### src/design/cmv_pkg.sv
// Package for the CoAP message validator: parser phases, status and register codes,
// and the packed layout of the result word.
// No dependencies; imported by coap_message_validator_core.
package cmv_pkg;

    typedef enum logic [3:0] {
        PH_H0      = 4'd0,
        PH_H1      = 4'd1,
        PH_H2      = 4'd2,
        PH_H3      = 4'd3,
        PH_TOKEN   = 4'd4,
        PH_OPT     = 4'd5,
        PH_DX8     = 4'd6,
        PH_DX16H   = 4'd7,
        PH_DX16L   = 4'd8,
        PH_LX8     = 4'd9,
        PH_LX16H   = 4'd10,
        PH_LX16L   = 4'd11,
        PH_VALUE   = 4'd12,
        PH_MARKER  = 4'd13,
        PH_PAYLOAD = 4'd14,
        PH_ERROR   = 4'd15
    } phase_t;

    localparam logic [1:0] ST_OK        = 2'd0;
    localparam logic [1:0] ST_FORMAT    = 2'd1;
    localparam logic [1:0] ST_VERSION   = 2'd2;
    localparam logic [1:0] ST_TOO_LARGE = 2'd3;

    localparam logic REG_OPTION_LIMIT  = 1'b0;
    localparam logic REG_PAYLOAD_LIMIT = 1'b1;

    localparam logic [15:0] LIMIT_RESET    = 16'd1024;
    localparam logic [7:0]  PAYLOAD_MARKER = 8'hFF;
    localparam logic [1:0]  COAP_VERSION   = 2'd1;
    localparam logic [3:0]  NIB_EXT8       = 4'd13;
    localparam logic [3:0]  NIB_EXT16      = 4'd14;
    localparam logic [3:0]  NIB_RESERVED   = 4'd15;
    localparam logic [3:0]  MAX_TOKEN_LEN  = 4'd8;
    localparam logic [8:0]  EXT8_BIAS      = 9'd13;
    localparam logic [16:0] EXT16_BIAS     = 17'd269;

    localparam int OUT_DATA_W = 72;

    // Result word, last field in the lowest bits.
    typedef struct packed {
        logic [6:0]  pad;
        logic [15:0] payload_length;
        logic [15:0] payload_offset;
        logic        has_payload;
        logic [3:0]  token_len;
        logic [15:0] message_id;
        logic [7:0]  msg_code;
        logic [1:0]  msg_type;
        logic [1:0]  status;
    } cmv_result_t;

endpackage

### src/design/coap_message_validator_core.sv
// CoAP message validator: byte-wide framing checker with an APB limit port and a
// registered result stream with a skid stage.
// Depends on cmv_pkg.
//
// Channel   | Direction | Word contents
// s_axis    | in        | tdata[7:0] message byte, tlast final byte of the message
// m_axis    | out       | one result word per message, 72-bit tdata
// apb       | in/out    | option and payload size limits
//
// One byte per cycle is taken and parsed while the skid register is empty.
// The result of a message is registered into the output register when it is free
// or drained, else into a skid register that holds one further result, so input
// stalls only when both the output register and the skid register are full.
// Reset is synchronous and clears the parser, both limits (to 1024) and valid flags.
module coap_message_validator_core #(
    parameter int MAX_MESSAGE_BYTES = 65535
) (
    input  logic                             aclk,
    input  logic                             aresetn,
    input  logic                             s_axis_tvalid,
    output logic                             s_axis_tready,
    input  logic [7:0]                       s_axis_tdata,  // [7:0] msg_byte
    input  logic                             s_axis_tlast,
    output logic                             m_axis_tvalid,
    input  logic                             m_axis_tready,
    // [1:0] status, [3:2] msg_type, [11:4] msg_code, [27:12] message_id,
    // [31:28] token_len, [32] has_payload, [48:33] payload_offset,
    // [64:49] payload_length, [71:65] zero
    output logic [cmv_pkg::OUT_DATA_W-1:0]   m_axis_tdata,
    input  logic                             psel,
    input  logic                             penable,
    input  logic                             pwrite,
    input  logic [2:0]                       paddr,
    input  logic [31:0]                      pwdata,
    output logic [31:0]                      prdata,
    output logic                             pready
);
    import cmv_pkg::*;

    localparam logic [15:0] MaxBytes = 16'(MAX_MESSAGE_BYTES);

    logic [15:0] opt_limit_reg;
    logic [15:0] pay_limit_reg;

    phase_t      phase_reg, phase_next;
    logic [15:0] byte_index_reg, byte_index_next;
    logic [31:0] hdr_reg, hdr_next;
    logic [7:0]  ext_hi_reg, ext_hi_next;
    logic [3:0]  len_nib_reg, len_nib_next;
    logic [16:0] left_reg, left_next;
    logic [15:0] pstart_reg, pstart_next;
    logic [1:0]  err_reg, err_next;

    cmv_result_t out_reg, skid_reg, result_next;
    logic        out_valid_reg, skid_valid_reg;

    logic        in_fire;
    logic        cfg_write;
    logic        fail_req;
    logic [1:0]  fail_code;
    logic        len_stage_req;
    logic        set_len_req;
    logic [16:0] set_len_val;
    logic [15:0] pay_count;
    logic [3:0]  tkl;
    logic [2:0]  code_class;

    assign in_fire       = s_axis_tvalid && s_axis_tready;
    assign s_axis_tready = !skid_valid_reg;
    assign m_axis_tvalid = out_valid_reg;
    assign m_axis_tdata  = out_reg;
    assign pready        = 1'b1;
    assign cfg_write     = psel && penable && pwrite;

    always_comb begin
        unique case (paddr[2])
            REG_OPTION_LIMIT:  prdata = {16'd0, opt_limit_reg};
            REG_PAYLOAD_LIMIT: prdata = {16'd0, pay_limit_reg};
            default:           prdata = 32'd0;
        endcase
    end

    always_ff @(posedge aclk) begin
        if (!aresetn) begin
            opt_limit_reg <= LIMIT_RESET;
            pay_limit_reg <= LIMIT_RESET;
        end else if (cfg_write) begin
            if (paddr[2] == REG_OPTION_LIMIT) begin
                opt_limit_reg <= pwdata[15:0];
            end else begin
                pay_limit_reg <= pwdata[15:0];
            end
        end
    end

    assign tkl        = hdr_reg[27:24];
    assign code_class = hdr_reg[23:21];

    always_comb begin
        phase_next      = phase_reg;
        byte_index_next = byte_index_reg;
        hdr_next        = hdr_reg;
        ext_hi_next     = ext_hi_reg;
        len_nib_next    = len_nib_reg;
        left_next       = left_reg;
        pstart_next     = pstart_reg;
        err_next        = err_reg;
        fail_req        = 1'b0;
        fail_code       = ST_FORMAT;
        len_stage_req   = 1'b0;
        set_len_req     = 1'b0;
        set_len_val     = 17'd0;

        if (phase_reg != PH_ERROR) begin
            if (byte_index_reg >= MaxBytes) begin
                fail_req = 1'b1;
            end else begin
                byte_index_next = byte_index_reg + 16'd1;
                unique case (phase_reg)
                    PH_H0: begin
                        hdr_next[31:24] = s_axis_tdata;
                        phase_next      = PH_H1;
                    end
                    PH_H1: begin
                        hdr_next[23:16] = s_axis_tdata;
                        phase_next      = PH_H2;
                    end
                    PH_H2: begin
                        hdr_next[15:8] = s_axis_tdata;
                        phase_next     = PH_H3;
                    end
                    PH_H3: begin
                        hdr_next[7:0] = s_axis_tdata;
                        if (hdr_reg[31:30] != COAP_VERSION) begin
                            fail_req  = 1'b1;
                            fail_code = ST_VERSION;
                        end else if (tkl > MAX_TOKEN_LEN) begin
                            fail_req = 1'b1;
                        end else if (hdr_reg[23:16] == 8'd0 && tkl != 4'd0) begin
                            fail_req = 1'b1;
                        end else if (code_class == 3'd1 || code_class == 3'd6
                                     || code_class == 3'd7) begin
                            fail_req = 1'b1;
                        end else if (tkl != 4'd0) begin
                            left_next  = {13'd0, tkl};
                            phase_next = PH_TOKEN;
                        end else begin
                            phase_next = PH_OPT;
                        end
                    end
                    PH_TOKEN, PH_VALUE: begin
                        left_next = left_reg - 17'd1;
                        if (left_reg == 17'd1) begin
                            phase_next = PH_OPT;
                        end
                    end
                    PH_OPT: begin
                        if (hdr_reg[23:16] == 8'd0) begin
                            fail_req = 1'b1;
                        end else if (s_axis_tdata == PAYLOAD_MARKER) begin
                            pstart_next = byte_index_reg + 16'd1;
                            phase_next  = PH_MARKER;
                        end else begin
                            len_nib_next = s_axis_tdata[3:0];
                            if (s_axis_tdata[7:4] == NIB_RESERVED) begin
                                fail_req = 1'b1;
                            end else if (s_axis_tdata[7:4] == NIB_EXT8) begin
                                phase_next = PH_DX8;
                            end else if (s_axis_tdata[7:4] == NIB_EXT16) begin
                                phase_next = PH_DX16H;
                            end else begin
                                len_stage_req = 1'b1;
                            end
                        end
                    end
                    PH_DX8:   len_stage_req = 1'b1;
                    PH_DX16H: phase_next = PH_DX16L;
                    PH_DX16L: len_stage_req = 1'b1;
                    PH_LX8: begin
                        set_len_req = 1'b1;
                        set_len_val = {8'd0, {1'b0, s_axis_tdata} + EXT8_BIAS};
                    end
                    PH_LX16H: begin
                        ext_hi_next = s_axis_tdata;
                        phase_next  = PH_LX16L;
                    end
                    PH_LX16L: begin
                        set_len_req = 1'b1;
                        set_len_val = {1'b0, ext_hi_reg, s_axis_tdata} + EXT16_BIAS;
                    end
                    PH_MARKER:  phase_next = PH_PAYLOAD;
                    PH_PAYLOAD: phase_next = PH_PAYLOAD;
                    default:    phase_next = phase_reg;
                endcase
            end
        end

        if (len_stage_req) begin
            if (len_nib_next < NIB_EXT8) begin
                set_len_req = 1'b1;
                set_len_val = {13'd0, len_nib_next};
            end else if (len_nib_next == NIB_EXT8) begin
                phase_next = PH_LX8;
            end else if (len_nib_next == NIB_EXT16) begin
                phase_next = PH_LX16H;
            end else begin
                fail_req = 1'b1;
            end
        end

        if (set_len_req) begin
            if (set_len_val > {1'b0, opt_limit_reg}) begin
                fail_req = 1'b1;
            end else if (set_len_val == 17'd0) begin
                phase_next = PH_OPT;
            end else begin
                left_next  = set_len_val;
                phase_next = PH_VALUE;
            end
        end

        if (fail_req) begin
            phase_next = PH_ERROR;
            err_next   = fail_code;
        end
    end

    assign pay_count = byte_index_next - pstart_next;

    always_comb begin
        result_next                = '0;
        result_next.msg_type       = hdr_next[29:28];
        result_next.msg_code       = hdr_next[23:16];
        result_next.message_id     = hdr_next[15:0];
        result_next.token_len      = hdr_next[27:24];
        if (err_next != ST_OK) begin
            result_next.status = err_next;
        end else if (phase_next == PH_OPT) begin
            result_next.status = ST_OK;
        end else if (phase_next == PH_PAYLOAD) begin
            if (pay_count > pay_limit_reg) begin
                result_next.status = ST_TOO_LARGE;
            end else begin
                result_next.status         = ST_OK;
                result_next.has_payload    = 1'b1;
                result_next.payload_offset = pstart_next;
                result_next.payload_length = pay_count;
            end
        end else begin
            result_next.status = ST_FORMAT;
        end
    end

    always_ff @(posedge aclk) begin
        if (!aresetn || (in_fire && s_axis_tlast)) begin
            phase_reg      <= PH_H0;
            byte_index_reg <= 16'd0;
            hdr_reg        <= 32'd0;
            ext_hi_reg     <= 8'd0;
            len_nib_reg    <= 4'd0;
            left_reg       <= 17'd0;
            pstart_reg     <= 16'd0;
            err_reg        <= ST_OK;
        end else if (in_fire) begin
            phase_reg      <= phase_next;
            byte_index_reg <= byte_index_next;
            hdr_reg        <= hdr_next;
            ext_hi_reg     <= ext_hi_next;
            len_nib_reg    <= len_nib_next;
            left_reg       <= left_next;
            pstart_reg     <= pstart_next;
            err_reg        <= err_next;
        end
    end

    always_ff @(posedge aclk) begin
        if (!aresetn) begin
            out_valid_reg  <= 1'b0;
            skid_valid_reg <= 1'b0;
        end else begin
            if (out_valid_reg && m_axis_tready && skid_valid_reg) begin
                out_reg        <= skid_reg;
                skid_valid_reg <= 1'b0;
            end else if (in_fire && s_axis_tlast) begin
                if (!out_valid_reg || m_axis_tready) begin
                    out_reg       <= result_next;
                    out_valid_reg <= 1'b1;
                end else begin
                    skid_reg       <= result_next;
                    skid_valid_reg <= 1'b1;
                end
            end else if (m_axis_tready) begin
                out_valid_reg <= 1'b0;
            end
        end
    end

    assert property (@(posedge aclk) disable iff (!aresetn)
        skid_valid_reg |-> out_valid_reg)
        else $error("skid register full while output register is empty");

    assert property (@(posedge aclk) disable iff (!aresetn)
        (in_fire && s_axis_tlast) |=> (phase_reg == PH_H0 && byte_index_reg == 16'd0))
        else $error("parser not cleared after the final byte of a message");

    assert property (@(posedge aclk) disable iff (!aresetn)
        (phase_reg == PH_ERROR) |-> (err_reg != ST_OK))
        else $error("error phase reached without an error code");

    assert property (@(posedge aclk) disable iff (!aresetn)
        (out_valid_reg && out_reg.has_payload) |-> (out_reg.status == ST_OK))
        else $error("payload reported with a failing status");

endmodule
### config.mk
export PLATFORM = sky130hd
export DESIGN_NAME = coap_message_validator_core
export DESIGN_NICKNAME = d
export VERILOG_FILES = /design/src/design/cmv_pkg.sv /design/src/design/coap_message_validator_core.sv
export SDC_FILE = /design/constraint.sdc
export NUM_CORES = 1
export LEC_CHECK = 0
export BUFFER_PORTS_ARGS = -buffer_cell sky130_fd_sc_hd__buf_2
export CORE_MARGIN = 8
export CORE_UTILIZATION = 60
export CTS_BUF_LIST = sky130_fd_sc_hd__clkbuf_16
export DETAILED_ROUTE_END_ITERATION = 10
export GPL_ROUTABILITY_DRIVEN = 0
export PLACE_DENSITY_LB_ADDON = 0.15
export SLEW_MARGIN = 20
export SYNTH_ARGS = -nofsm -noshare
export SYNTH_HDL_FRONTEND = slang
export SYNTH_SLANG_ARGS = --single-unit
### constraint.sdc
create_clock -name aclk -period 12.97 [get_ports aclk]
set_input_delay 0.6485 -clock aclk [delete_from_list [all_inputs] [get_ports aclk]]
set_output_delay 0.6485 -clock aclk [all_outputs]
set_load 0.05 [all_outputs]
# Word-level counts from Yosys, hierarchy flattened
# Cells that the tools add are included.
[word_totals]
inputBits = 51
word_cells = 214
register_bits = 270
output_inout_bits = 107
[op_classes]
order_cmp = 5
eq_ne = 29
n_reduce_logical = 35
mux = 105
bitwise_logic = 5
add_sub_neg = 5
[op_table]
columns = ["operator", "n"]
rows = [
  ["17-bit two-way mux", 14],
  ["72-bit two-way mux", 2],
  ["33-bit two-way mux", 4],
  ["16-bit two-way mux", 7],
  ["4-bit two-way mux", 25],
  ["17-bit case mux with 2 select lines", 2],
  ["65-bit two-way mux", 1],
  ["32-bit case mux with 2 select lines", 1],
  ["30-bit two-way mux", 2],
  ["4-bit equality test, second input constant", 13],
  ["4-bit case mux with 9 select lines", 1],
  ["1-bit two-way mux", 31],
  ["8-bit two-way mux", 3],
  ["4-bit by 3-bit equality test with 1-bit output, second input constant", 5],
  ["2-bit two-way mux", 9],
  ["16-bit by 9-bit adder with 17-bit output, second input constant", 1],
  ["17-bit by 1-bit equality test with 1-bit output, second input constant", 1],
  ["17-bit by 16-bit greater-than comparator with 1-bit output", 1],
  ["17-bit zero test", 1],
  ["17-bit by 1-bit subtractor with 17-bit output, second input constant", 1],
  ["16-bit by 1-bit adder with 16-bit output, second input constant", 1],
  ["16-bit greater-or-equal comparator, second input constant", 1],
  ["16-bit greater-than comparator", 1],
  ["16-bit subtractor", 1],
  ["other kinds (24)", 55],
]

# Logic depth before layout (Yosys ltp)
# Gate-level depths: netlist of the first run.
[logic_depth]
word_depth = 24
mapped_depth = 32
ltp_nobuf = 28

# Worst setup path after synthesis of the first run
# No wires, ideal clock.
[synth_path]
path_kind = "input port to flip-flop"
from = "in s_axis_tdata[4]"
to = "reg out_reg, in the netlist m_axis_tdata[58], data pin"
setup_ns = 0.166
slack_ns = 6.866
t_arrival_ns = 5.939
required_time_ns = 12.804
n_path_buf = 4
cell_stages = 26
cell_sequence = "clkbuf_1 -> nand4_1 -> or2_2 -> clkbuf_1 -> nor3_1 -> mux2i_1 -> ha_1 -> nand2b_1 -> a21oi_1 -> o41ai_1 -> o21ai_0 -> o41ai_1 -> o21bai_1 -> a21oi_1 -> xor2_1 -> inv_1 -> ha_1 -> or3_1 -> o21ai_0 -> a21oi_1 -> a211oi_1 -> or2_2 -> nand4_1 -> buf_4 -> buf_6 -> o31ai_2"
[synth_via]
elab_chain_len = 23
word_cells_on_any_way = 77
cone_classes = "add/sub: 3; order compare: 3; eq/ne: 8; mux: 61; reduce/logical: 2"
[synth_rtl]
columns = ["element", "line", "source"]
rows = [
  ["from (decl)", "coap_message_validator_core.sv:22", "input logic [7:0] s_axis_tdata,"],
  ["parallel branches: the longest is 19 deep, another holds 17-bit by 16-bit greater-than comparator with 1-bit output", "--", ""],
  ["33-bit two-way mux (*)", "coap_message_validator_core.sv:236", "if (err_next != ST_OK) begin"],
  ["72-bit two-way mux (*)", "coap_message_validator_core.sv:285", "if (!out_valid_reg || m_axis_tready) begin"],
  ["72-bit two-way mux (*)", "coap_message_validator_core.sv:284", "end else if (in_fire && s_axis_tlast) begin"],
  ["65-bit two-way mux (*)", "coap_message_validator_core.sv:281", "if (out_valid_reg && m_axis_tready && skid_valid_reg) begin"],
  ["to (signal assigned)", "coap_message_validator_core.sv:282", "out_reg <= skid_reg;"],
  ["to (signal assigned)", "coap_message_validator_core.sv:286", "out_reg <= result_next;"],
  ["to (decl)", "coap_message_validator_core.sv:54", "cmv_result_t out_reg, skid_reg, result_next;"],
]
# Every way passes the cells marked *. The select of a mux whose other input is x is not followed.
# A chain may end at the register's enable or synchronous reset.

# Worst setup path after layout of the first run
[layout_path]
from = "reg byte_index_reg[0]"
to = "reg out_reg, in the netlist m_axis_tdata[34], data pin"
[layout_via]
elab_chain_len = 18
word_cells_on_any_way = 59
cone_classes = "add/sub: 2; order compare: 4; eq/ne: 4; mux: 47; reduce/logical: 2"
[layout_rtl]
columns = ["element", "line", "source"]
rows = [
  ["from (decl)", "coap_message_validator_core.sv:46", "logic [15:0] byte_index_reg, byte_index_next;"],
  ["from (signal assigned)", "coap_message_validator_core.sv:266", "byte_index_reg <= byte_index_next;"],
  ["parallel branches: the longest is 14 deep, another holds 16-bit by 1-bit adder with 16-bit output", "--", ""],
  ["33-bit two-way mux (*)", "coap_message_validator_core.sv:236", ""],
  ["72-bit two-way mux (*)", "coap_message_validator_core.sv:285", ""],
  ["72-bit two-way mux (*)", "coap_message_validator_core.sv:284", ""],
  ["65-bit two-way mux (*)", "coap_message_validator_core.sv:281", ""],
]
# Marks and branches as above.

==> results of run 1 <==
synth_stat cells (45+ instances only):
| master | instances |
|---|---|
| sky130_fd_sc_hd__nor2_1 | 229 |
| sky130_fd_sc_hd__nand2_1 | 186 |
| sky130_fd_sc_hd__dfxtp_1 | 133 |
| sky130_fd_sc_hd__edfxtp_1 | 130 |
| sky130_fd_sc_hd__a21oi_1 | 104 |
| sky130_fd_sc_hd__inv_1 | 94 |
| sky130_fd_sc_hd__o21ai_0 | 85 |
| sky130_fd_sc_hd__clkbuf_1 | 81 |
| sky130_fd_sc_hd__mux2i_1 | 62 |
| sky130_fd_sc_hd__ha_1 | 51 |
| sky130_fd_sc_hd__nand3_1 | 48 |
| sky130_fd_sc_hd__a211oi_1 | 45 |
final timing paths:
| path | startpoint | endpoint | slack (ps) | depth (start not counted) |
|---|---|---|---|---|
| max reg2reg | byte_index_reg[0]$_SDFFE_PP0P_ | m_axis_tdata[34]$_DFFE_PP_ | 4990 | 26 |
| min | pwdata[10] | opt_limit_reg[10]$_SDFFE_PN1P_ | 350 | 3 |
| min reg2reg | opt_limit_reg[15]$_SDFFE_PN0P_ | opt_limit_reg[15]$_SDFFE_PN0P_ | 470 | 2 |
| max | byte_index_reg[0]$_SDFFE_PP0P_ | m_axis_tdata[34]$_DFFE_PP_ | 4990 | 26 |
cells by family (layout without fill, tap and decap cells):
| family | count (synthesis) | after routing | share of synthesized area (%) |
|---|---|---|---|
| AND/OR/NAND/NOR | 614 | 614 | 18.7 |
| AO/OA/AOI/OAI | 408 | 408 | 18.2 |
| flip-flops | 263 | 263 | 43.8 |
| buffers and inverters | 225 | 273 | 6.57 |
| multiplexers | 67 | 67 | 4.54 |
| XOR/XNOR | 63 | 63 | 3.68 |
| adder cells (fa/ha/maj) | 52 | 52 | 4.39 |
| other | 2 | 24 | 0.0501 |
worst register-to-register path: stages, from the launching register on:
cell and delay, ps:
sky130_fd_sc_hd__dfxtp_1 460, sky130_fd_sc_hd__ha_1 330, sky130_fd_sc_hd__nand4_1 210, sky130_fd_sc_hd__or4_1 920, sky130_fd_sc_hd__nand2_1 490, sky130_fd_sc_hd__nor3_1 110
sky130_fd_sc_hd__buf_4 190, sky130_fd_sc_hd__mux2i_1 430, sky130_fd_sc_hd__ha_1 330, sky130_fd_sc_hd__nand2b_1 90, sky130_fd_sc_hd__a21oi_1 90, sky130_fd_sc_hd__o41ai_1 240
sky130_fd_sc_hd__o21ai_0 190, sky130_fd_sc_hd__o41ai_1 650, sky130_fd_sc_hd__o21bai_1 120, sky130_fd_sc_hd__a21oi_1 200, sky130_fd_sc_hd__xor2_1 430, sky130_fd_sc_hd__inv_1 100
sky130_fd_sc_hd__ha_1 310, sky130_fd_sc_hd__or3_1 340, sky130_fd_sc_hd__o21ai_0 90, sky130_fd_sc_hd__a21oi_1 70, sky130_fd_sc_hd__a211oi_1 300, sky130_fd_sc_hd__or2_2 200
sky130_fd_sc_hd__nand4_1 70, sky130_fd_sc_hd__buf_4 330, sky130_fd_sc_hd__o31ai_1 460
through the flow:
step / setup slack (ps) / hold WS, ps
3_5_place_dp: 5110 / 459
3_3_place_gp: 5260 / 453
6_report: 4990 / 345
2_1_floorplan: 6870 / 443
5_1_grt: 4460 / 361
4_1_cts: 5130 / 330
cell type report:
type | instances | area [um^2]
multi-input cells | 1228 | 7550
clock buffers | 30 | 751
well taps | 330 | 413
fillers | 2093 | 8390
repair buffers | 127 | 666
clock inverters | 22 | 134
flip-flops and latches | 263 | 6570
inverters | 94 | 353
power by group:
group          leakage, nW  switching, mW  internal, mW
registers             2.30         0.0194         0.897
logic                 3.65          0.220        0.0990
clock network        0.474          0.328         0.436
layout by cell type, fill, tap and decap left out, types with 6 or more instances in the layout:
| cell | synthesis | layout |
|---|---|---|
| sky130_fd_sc_hd__a31oi_1 | 10 | 10 |
| sky130_fd_sc_hd__o31ai_2 | 6 | 6 |
| sky130_fd_sc_hd__mux2i_1 | 62 | 62 |
| sky130_fd_sc_hd__o21ai_0 | 85 | 85 |
| sky130_fd_sc_hd__o41ai_1 | 6 | 6 |
| sky130_fd_sc_hd__and2_1 | 6 | 6 |
| sky130_fd_sc_hd__clkinv_2 | 0 | 8 |
| sky130_fd_sc_hd__o21a_1 | 8 | 8 |
| sky130_fd_sc_hd__nand2b_1 | 12 | 12 |
| sky130_fd_sc_hd__and3_1 | 11 | 10 |
| sky130_fd_sc_hd__or2_2 | 8 | 8 |
| sky130_fd_sc_hd__buf_4 | 28 | 12 |
| sky130_fd_sc_hd__inv_1 | 94 | 102 |
| sky130_fd_sc_hd__clkbuf_16 | 0 | 30 |
| sky130_fd_sc_hd__dfxtp_1 | 133 | 133 |
| sky130_fd_sc_hd__xor2_1 | 32 | 32 |
| sky130_fd_sc_hd__a21boi_0 | 34 | 34 |
| sky130_fd_sc_hd__a21o_1 | 9 | 9 |
| sky130_fd_sc_hd__a211oi_1 | 45 | 45 |
| sky130_fd_sc_hd__a21oi_1 | 104 | 103 |
| sky130_fd_sc_hd__nand2_1 | 186 | 185 |
| sky130_fd_sc_hd__xnor2_1 | 31 | 31 |
| sky130_fd_sc_hd__o211ai_1 | 7 | 7 |
| sky130_fd_sc_hd__nor3_1 | 36 | 36 |
| sky130_fd_sc_hd__nor2_1 | 229 | 225 |
| sky130_fd_sc_hd__and4_1 | 6 | 6 |
| sky130_fd_sc_hd__nand4_1 | 18 | 18 |
| sky130_fd_sc_hd__edfxtp_1 | 130 | 130 |
| sky130_fd_sc_hd__or3_1 | 17 | 17 |
| sky130_fd_sc_hd__nand3_1 | 48 | 47 |
| sky130_fd_sc_hd__nor2b_1 | 8 | 7 |
| sky130_fd_sc_hd__conb_1 | 2 | 24 |
| sky130_fd_sc_hd__ha_1 | 51 | 51 |
| sky130_fd_sc_hd__buf_2 | 13 | 115 |
| sky130_fd_sc_hd__o31ai_1 | 37 | 37 |
routing by layer:
metal  vias up  wire length, um  global-route usage [%]
met3        81             3150                    4.69
met1      5706            16900                    34.0
li1       6065                -                       -
met5         -                0                       0
met4         0              881                    6.95
met2       498            16000                    35.9
==> results.yml, run 1 <==
outcome:
  run_status: "finished clean"
synthesis:
  synth_area_leaders: "sky130_fd_sc_hd__edfxtp_1 (26%), sky130_fd_sc_hd__dfxtp_1 (18%), sky130_fd_sc_hd__nor2_1 (5.7%)"
  post_synth_edffs: 130
  seq_area_frac_synth_pct: 43.8
  synth.ff_latch_count: 263
  warnings_synthesis: 0
  synth_flop_cell: "sky130_fd_sc_hd__dfxtp_1"
  postSynth.asyncResetShare_pct: 0
  syn-instance-count: 1694
  synth_top_area_share_pct: 26.1
  syn_area_per_cell_um2: 8.84
  syn_area_um2: 15000
  yosysUniqueCellTypes: 83
  synth_top_cell_by_area: "sky130_fd_sc_hd__edfxtp_1"
timing:
  final_period_minus_worst_setup_slack_ps: 7980
  timing.clock.skew_ps: 22.8
  timing.final.max_slew_violations: 0
  maximum_clock_frequency_mhz: 125
  tightest_slew_ps: 1030
  accumulated_negative_setup_slack_ps: 0
  grt_setup_unrepaired: "false"
  max-slew-margin-rel_pct: 31.6
  layout_worst_path_cycle_share_pct: 61.5
  finalHoldViolCount: 0
  finalSetupViolations: 0
clock_tree:
  cts.reportedPaths.clkPinSlew_ps: 60
  cts_setup_buffers: 0
  tritoncts: "yes"
  cts_buf_count: 28
  cts_root_buffer: "sky130_fd_sc_hd__clkbuf_16"
  cts.sink_count: 263
  h-tree-depth: 1
  clockBufferDepth: 3
  clock_latency_ps: 560
  holdBufCountCts: 0
  ctsResizeCount: 0
routing:
  route.final.wire_length_um: 36900
  post-route-drc-count: 0
  vias: 12400
  routed_via_density: 5.90
  firstDrtPassIters: 6
  iter_0_drt_violations: 1222
  routed_wire_length_per_instance_um: 17.6
  detail-route-antenna-nets: 0
setup_path:
  critical_path.startpoint_type: "flop"
  cp_slowest_stage_delay_ps: 920
  worst-setup-path-type: "flop to flop"
  worst_path_dominant_cell_family: "simple AND/OR/NAND/NOR gates"
  worst_path_required_ps: 13290
  critical_path_arrival_ps: 8300
  worst-path-max-fanout: 66
  setup.worst_path.end_class: "flop"
  worst_path_max_delay_cell: "sky130_fd_sc_hd__or4_1"
  path_buf_inv: 3
placed_design:
  place_inst: 2042
  placement.io_buffers: 115
  postPlaceCellArea_um2: 15500
  hpwl_um: 25400
floorplan:
  overall_die_area_um2: 30300
  die_w_um: 174
  rows: 58
  io_pins: 158
  fp.dieH_um: 174
  core_region_area_um2: 24800
  floorplan.initialDensity_pct: 60.3
global_route:
  gr-usage-all-layers_pct: 23.8
  grt_max_degree: 91
  gr-total-overflow: 0
  antenna_found_initial: 0
  number_of_global_route_vias_before_repair: 11500
  grt_pass1_wl_um: 59900
final_layout:
  area_of_all_placed_cells_without_fillers_um2: 16400
  post_route_cells_drive_above_1_share_pct: 12.3
  post_layout_nonfiller_instances: 2094
  num-nets-final: 1845
  areaGrowthSynthToFinish_pct: 9.72
  n_antenna_cell: 0
  finalCoreUtilization_pct: 66.2
pwr:
  power.density_nw_per_um2: 122
  p_leak_nw: 6.42
  vdd.ir_drop.worst_v: 0.0000949
  fin_total_pwr_mw: 2.00
run:
  max-cap-violations: 0
worst_hold_path:
  hold_path_class: "input pin to flop"
(Power assumes the default switching activity.)
==> run 2, diff against run 1 <==
--- a/config.mk
+++ b/config.mk
@@ -7,7 +7,7 @@
 export LEC_CHECK = 0
 export BUFFER_PORTS_ARGS = -buffer_cell sky130_fd_sc_hd__buf_2
 export CORE_MARGIN = 8
-export CORE_UTILIZATION = 60
+export CORE_UTILIZATION = 54
 export CTS_BUF_LIST = sky130_fd_sc_hd__clkbuf_16
 export DETAILED_ROUTE_END_ITERATION = 10
 export GPL_ROUTABILITY_DRIVEN = 0
==> constraint.sdc (replaced) <==
create_clock -name aclk -period 6.56 [get_ports aclk]
set_input_delay 0.328 -clock aclk [delete_from_list [all_inputs] [get_ports aclk]]
set_output_delay 0.328 -clock aclk [all_outputs]
set_load 0.05 [all_outputs]
==> results.yml, run 2 (synthesis gave the netlist of run 1 again) <==
clock_tree:
  cts.reportedPaths.clkPinSlew_ps: 70
  tritoncts: "yes"
  cts.sink_count: 263
  h-tree-depth: 1
  cts_setup_buffers: 0
  clock_latency_ps: 540
  holdBufCountCts: 0
  clockBufferDepth: 3
  cts_root_buffer: "sky130_fd_sc_hd__clkbuf_16"
  cts_buf_count: 29
timing:
  tightest_slew_ps: 982
  layout_worst_path_cycle_share_pct: 92.4
  timing.final.max_slew_violations: 0
  finalHoldViolCount: 0
  final_period_minus_worst_setup_slack_ps: 6060
  accumulated_negative_setup_slack_ps: 0
  maximum_clock_frequency_mhz: 165
  max-slew-margin-rel_pct: 34.3
  grt_setup_unrepaired: "false"
  finalSetupViolations: 0
  timing.clock.skew_ps: 18.5
pwr:
  p_int_mw: 3.03
  p_sw_mw: 1.14
  sequentialPowerShare_pct: 43.3
  power_frac_comb_pct: 16.1
  share_clk_of_total_power_pct: 40.7
  sw_frac_of_total_pct: 27.3
  fin_total_pwr_mw: 4.17
  vdd.ir_drop.worst_v: 0.000219
  p_leak_nw: 6.68
  power.density_nw_per_um2: 245
global_route:
  grt.met3_usage_pct: 3.58
  grtUsageMet2_pct: 34.6
  grt_pass1_wl_um: 61600
  grt_max_degree: 73
  grt-busiest-layer: "met2"
  gr-usage-met1_pct: 32.2
  antenna_found_initial: 0
  number_of_global_route_vias_before_repair: 11700
  gr-usage-all-layers_pct: 22.5
  gr-total-overflow: 0
routing:
  detail-route-antenna-nets: 0
  firstDrtPassIters: 5
  routed_via_density: 5.73
  route.final.wire_length_um: 38300
  iter_0_drt_violations: 962
  post-route-drc-count: 0
  routed_wire_length_per_instance_um: 17.5
  vias: 12500
floorplan:
  floorplan.initialDensity_pct: 54.4
  core_region_area_um2: 27600
  io_pins: 158
  die_w_um: 183
  rows: 61
  fp.dieH_um: 183
  overall_die_area_um2: 33300
final_layout:
  mostFrequentLayoutCells: "sky130_fd_sc_hd__nor2_1 (224), sky130_fd_sc_hd__nand2_1 (185), sky130_fd_sc_hd__dfxtp_1 (132)"
  finalCoreUtilization_pct: 61.7
  num-nets-final: 1889
  areaGrowthSynthToFinish_pct: 13.6
  n_antenna_cell: 0
  post_route_cells_drive_above_1_share_pct: 14.9
  final_common_cell: "sky130_fd_sc_hd__nor2_1"
setup_path:
  worst-path-max-fanout: 61
  critical_path_arrival_ps: 6330
  setup.worst_path.end_class: "flop"
  worst-setup-path-type: "flop to flop"
  worst_path_required_ps: 6820
  critical_path.startpoint_type: "flop"
placed_design:
  hpwl_um: 26800
  placement.io_buffers: 115
run:
  max-cap-violations: 0
worst_hold_path:
  hold_path_class: "input pin to flop"
outcome:
  run_status: "finished clean"
==> run 2: power groups by stage <==
stage               Combinational (mW)  Clock, mW  Sequential (mW)
detailed placement               0.653          0             1.84
floorplan                        0.432          0             1.89
finish                           0.669       1.69             1.80
global route                     0.731       1.79             1.81
global placement                 0.640          0             1.84
CTS                              0.657       1.73             1.80
==> run 2: metal layers <==
| layer | vias up | part of all wire [%] |
|---|---|---|
| li1 | 6164 | - |
| met5 | - | 0 |
| met4 | 0 | 2.1 |
| met3 | 69 | 7.6 |
| met1 | 5852 | 47 |
| met2 | 449 | 44 |
==> run 2: worst paths after layout <==
path | startpoint | endpoint | slack [ps] | cells after the start
hold / removal | pwdata[10] | opt_limit_reg[10]$_SDFFE_PN1P_ | 30 | 3
setup reg to reg | byte_index_reg[1]$_SDFFE_PP0P_ | skid_reg[51]$_DFFE_PP_ | 500 | 27
setup / recovery | byte_index_reg[1]$_SDFFE_PP0P_ | skid_reg[51]$_DFFE_PP_ | 500 | 27
hold reg to reg | opt_limit_reg[3]$_SDFFE_PN0P_ | opt_limit_reg[3]$_SDFFE_PN0P_ | 470 | 2
==> run 2: final cells by class <==
cell class	count	area [um^2]
Timing Repair Buffer	170	1010
Inverter	94	353
Multi-Input combinational cell	1228	7610
Fill cell	2384	10500
Clock buffer	29	726
Tap cell	378	473
Clock inverter	24	272
Sequential cell	263	6570
==> run 2: through the flow <==
stage	std cells	hold WS, ps	setup WS (ps)	area [um^2]
CTS	2186	9.96	147	16900
global route	2186	32.7	11.2	17000
global placement	2133	452	234	15900
detailed placement	2133	459	-9.14	15900
floorplan	1716	443	548	15100
finish	2186	25.6	496	17000
==> run 2: worst max-delay path, stage by stage (launching register included) <==
cell and delay [ps]:
sky130_fd_sc_hd__dfxtp_1 400, sky130_fd_sc_hd__ha_1 190, sky130_fd_sc_hd__buf_4 140, sky130_fd_sc_hd__nand3_1 190, sky130_fd_sc_hd__nor2_2 270, sky130_fd_sc_hd__nand3_1 280
sky130_fd_sc_hd__xor2_1 220, sky130_fd_sc_hd__nor2_1 60, sky130_fd_sc_hd__a21oi_1 290, sky130_fd_sc_hd__ha_1 380, sky130_fd_sc_hd__and3_1 180, sky130_fd_sc_hd__a21oi_1 100
sky130_fd_sc_hd__o21ai_0 170, sky130_fd_sc_hd__o41ai_2 330, sky130_fd_sc_hd__buf_4 190, sky130_fd_sc_hd__o2111ai_1 110, sky130_fd_sc_hd__a21oi_1 180, sky130_fd_sc_hd__xnor2_1 230
sky130_fd_sc_hd__inv_1 90, sky130_fd_sc_hd__ha_1 310, sky130_fd_sc_hd__and4_1 190, sky130_fd_sc_hd__nand4_1 90, sky130_fd_sc_hd__o21ai_0 150, sky130_fd_sc_hd__or2_2 340
sky130_fd_sc_hd__nand4_1 120, sky130_fd_sc_hd__clkbuf_16 280, sky130_fd_sc_hd__buf_4 200, sky130_fd_sc_hd__nor2_1 50
==> run 2: what timing repair did <==
| item | in CTS | in global routing |
|---|---|---|
| gates cloned | 0 | 0 |
| pin swaps | 0 | 1 |
| endpoints found under the setup margin | 2 | 69 |
| gates resized for setup | 1 | 14 |
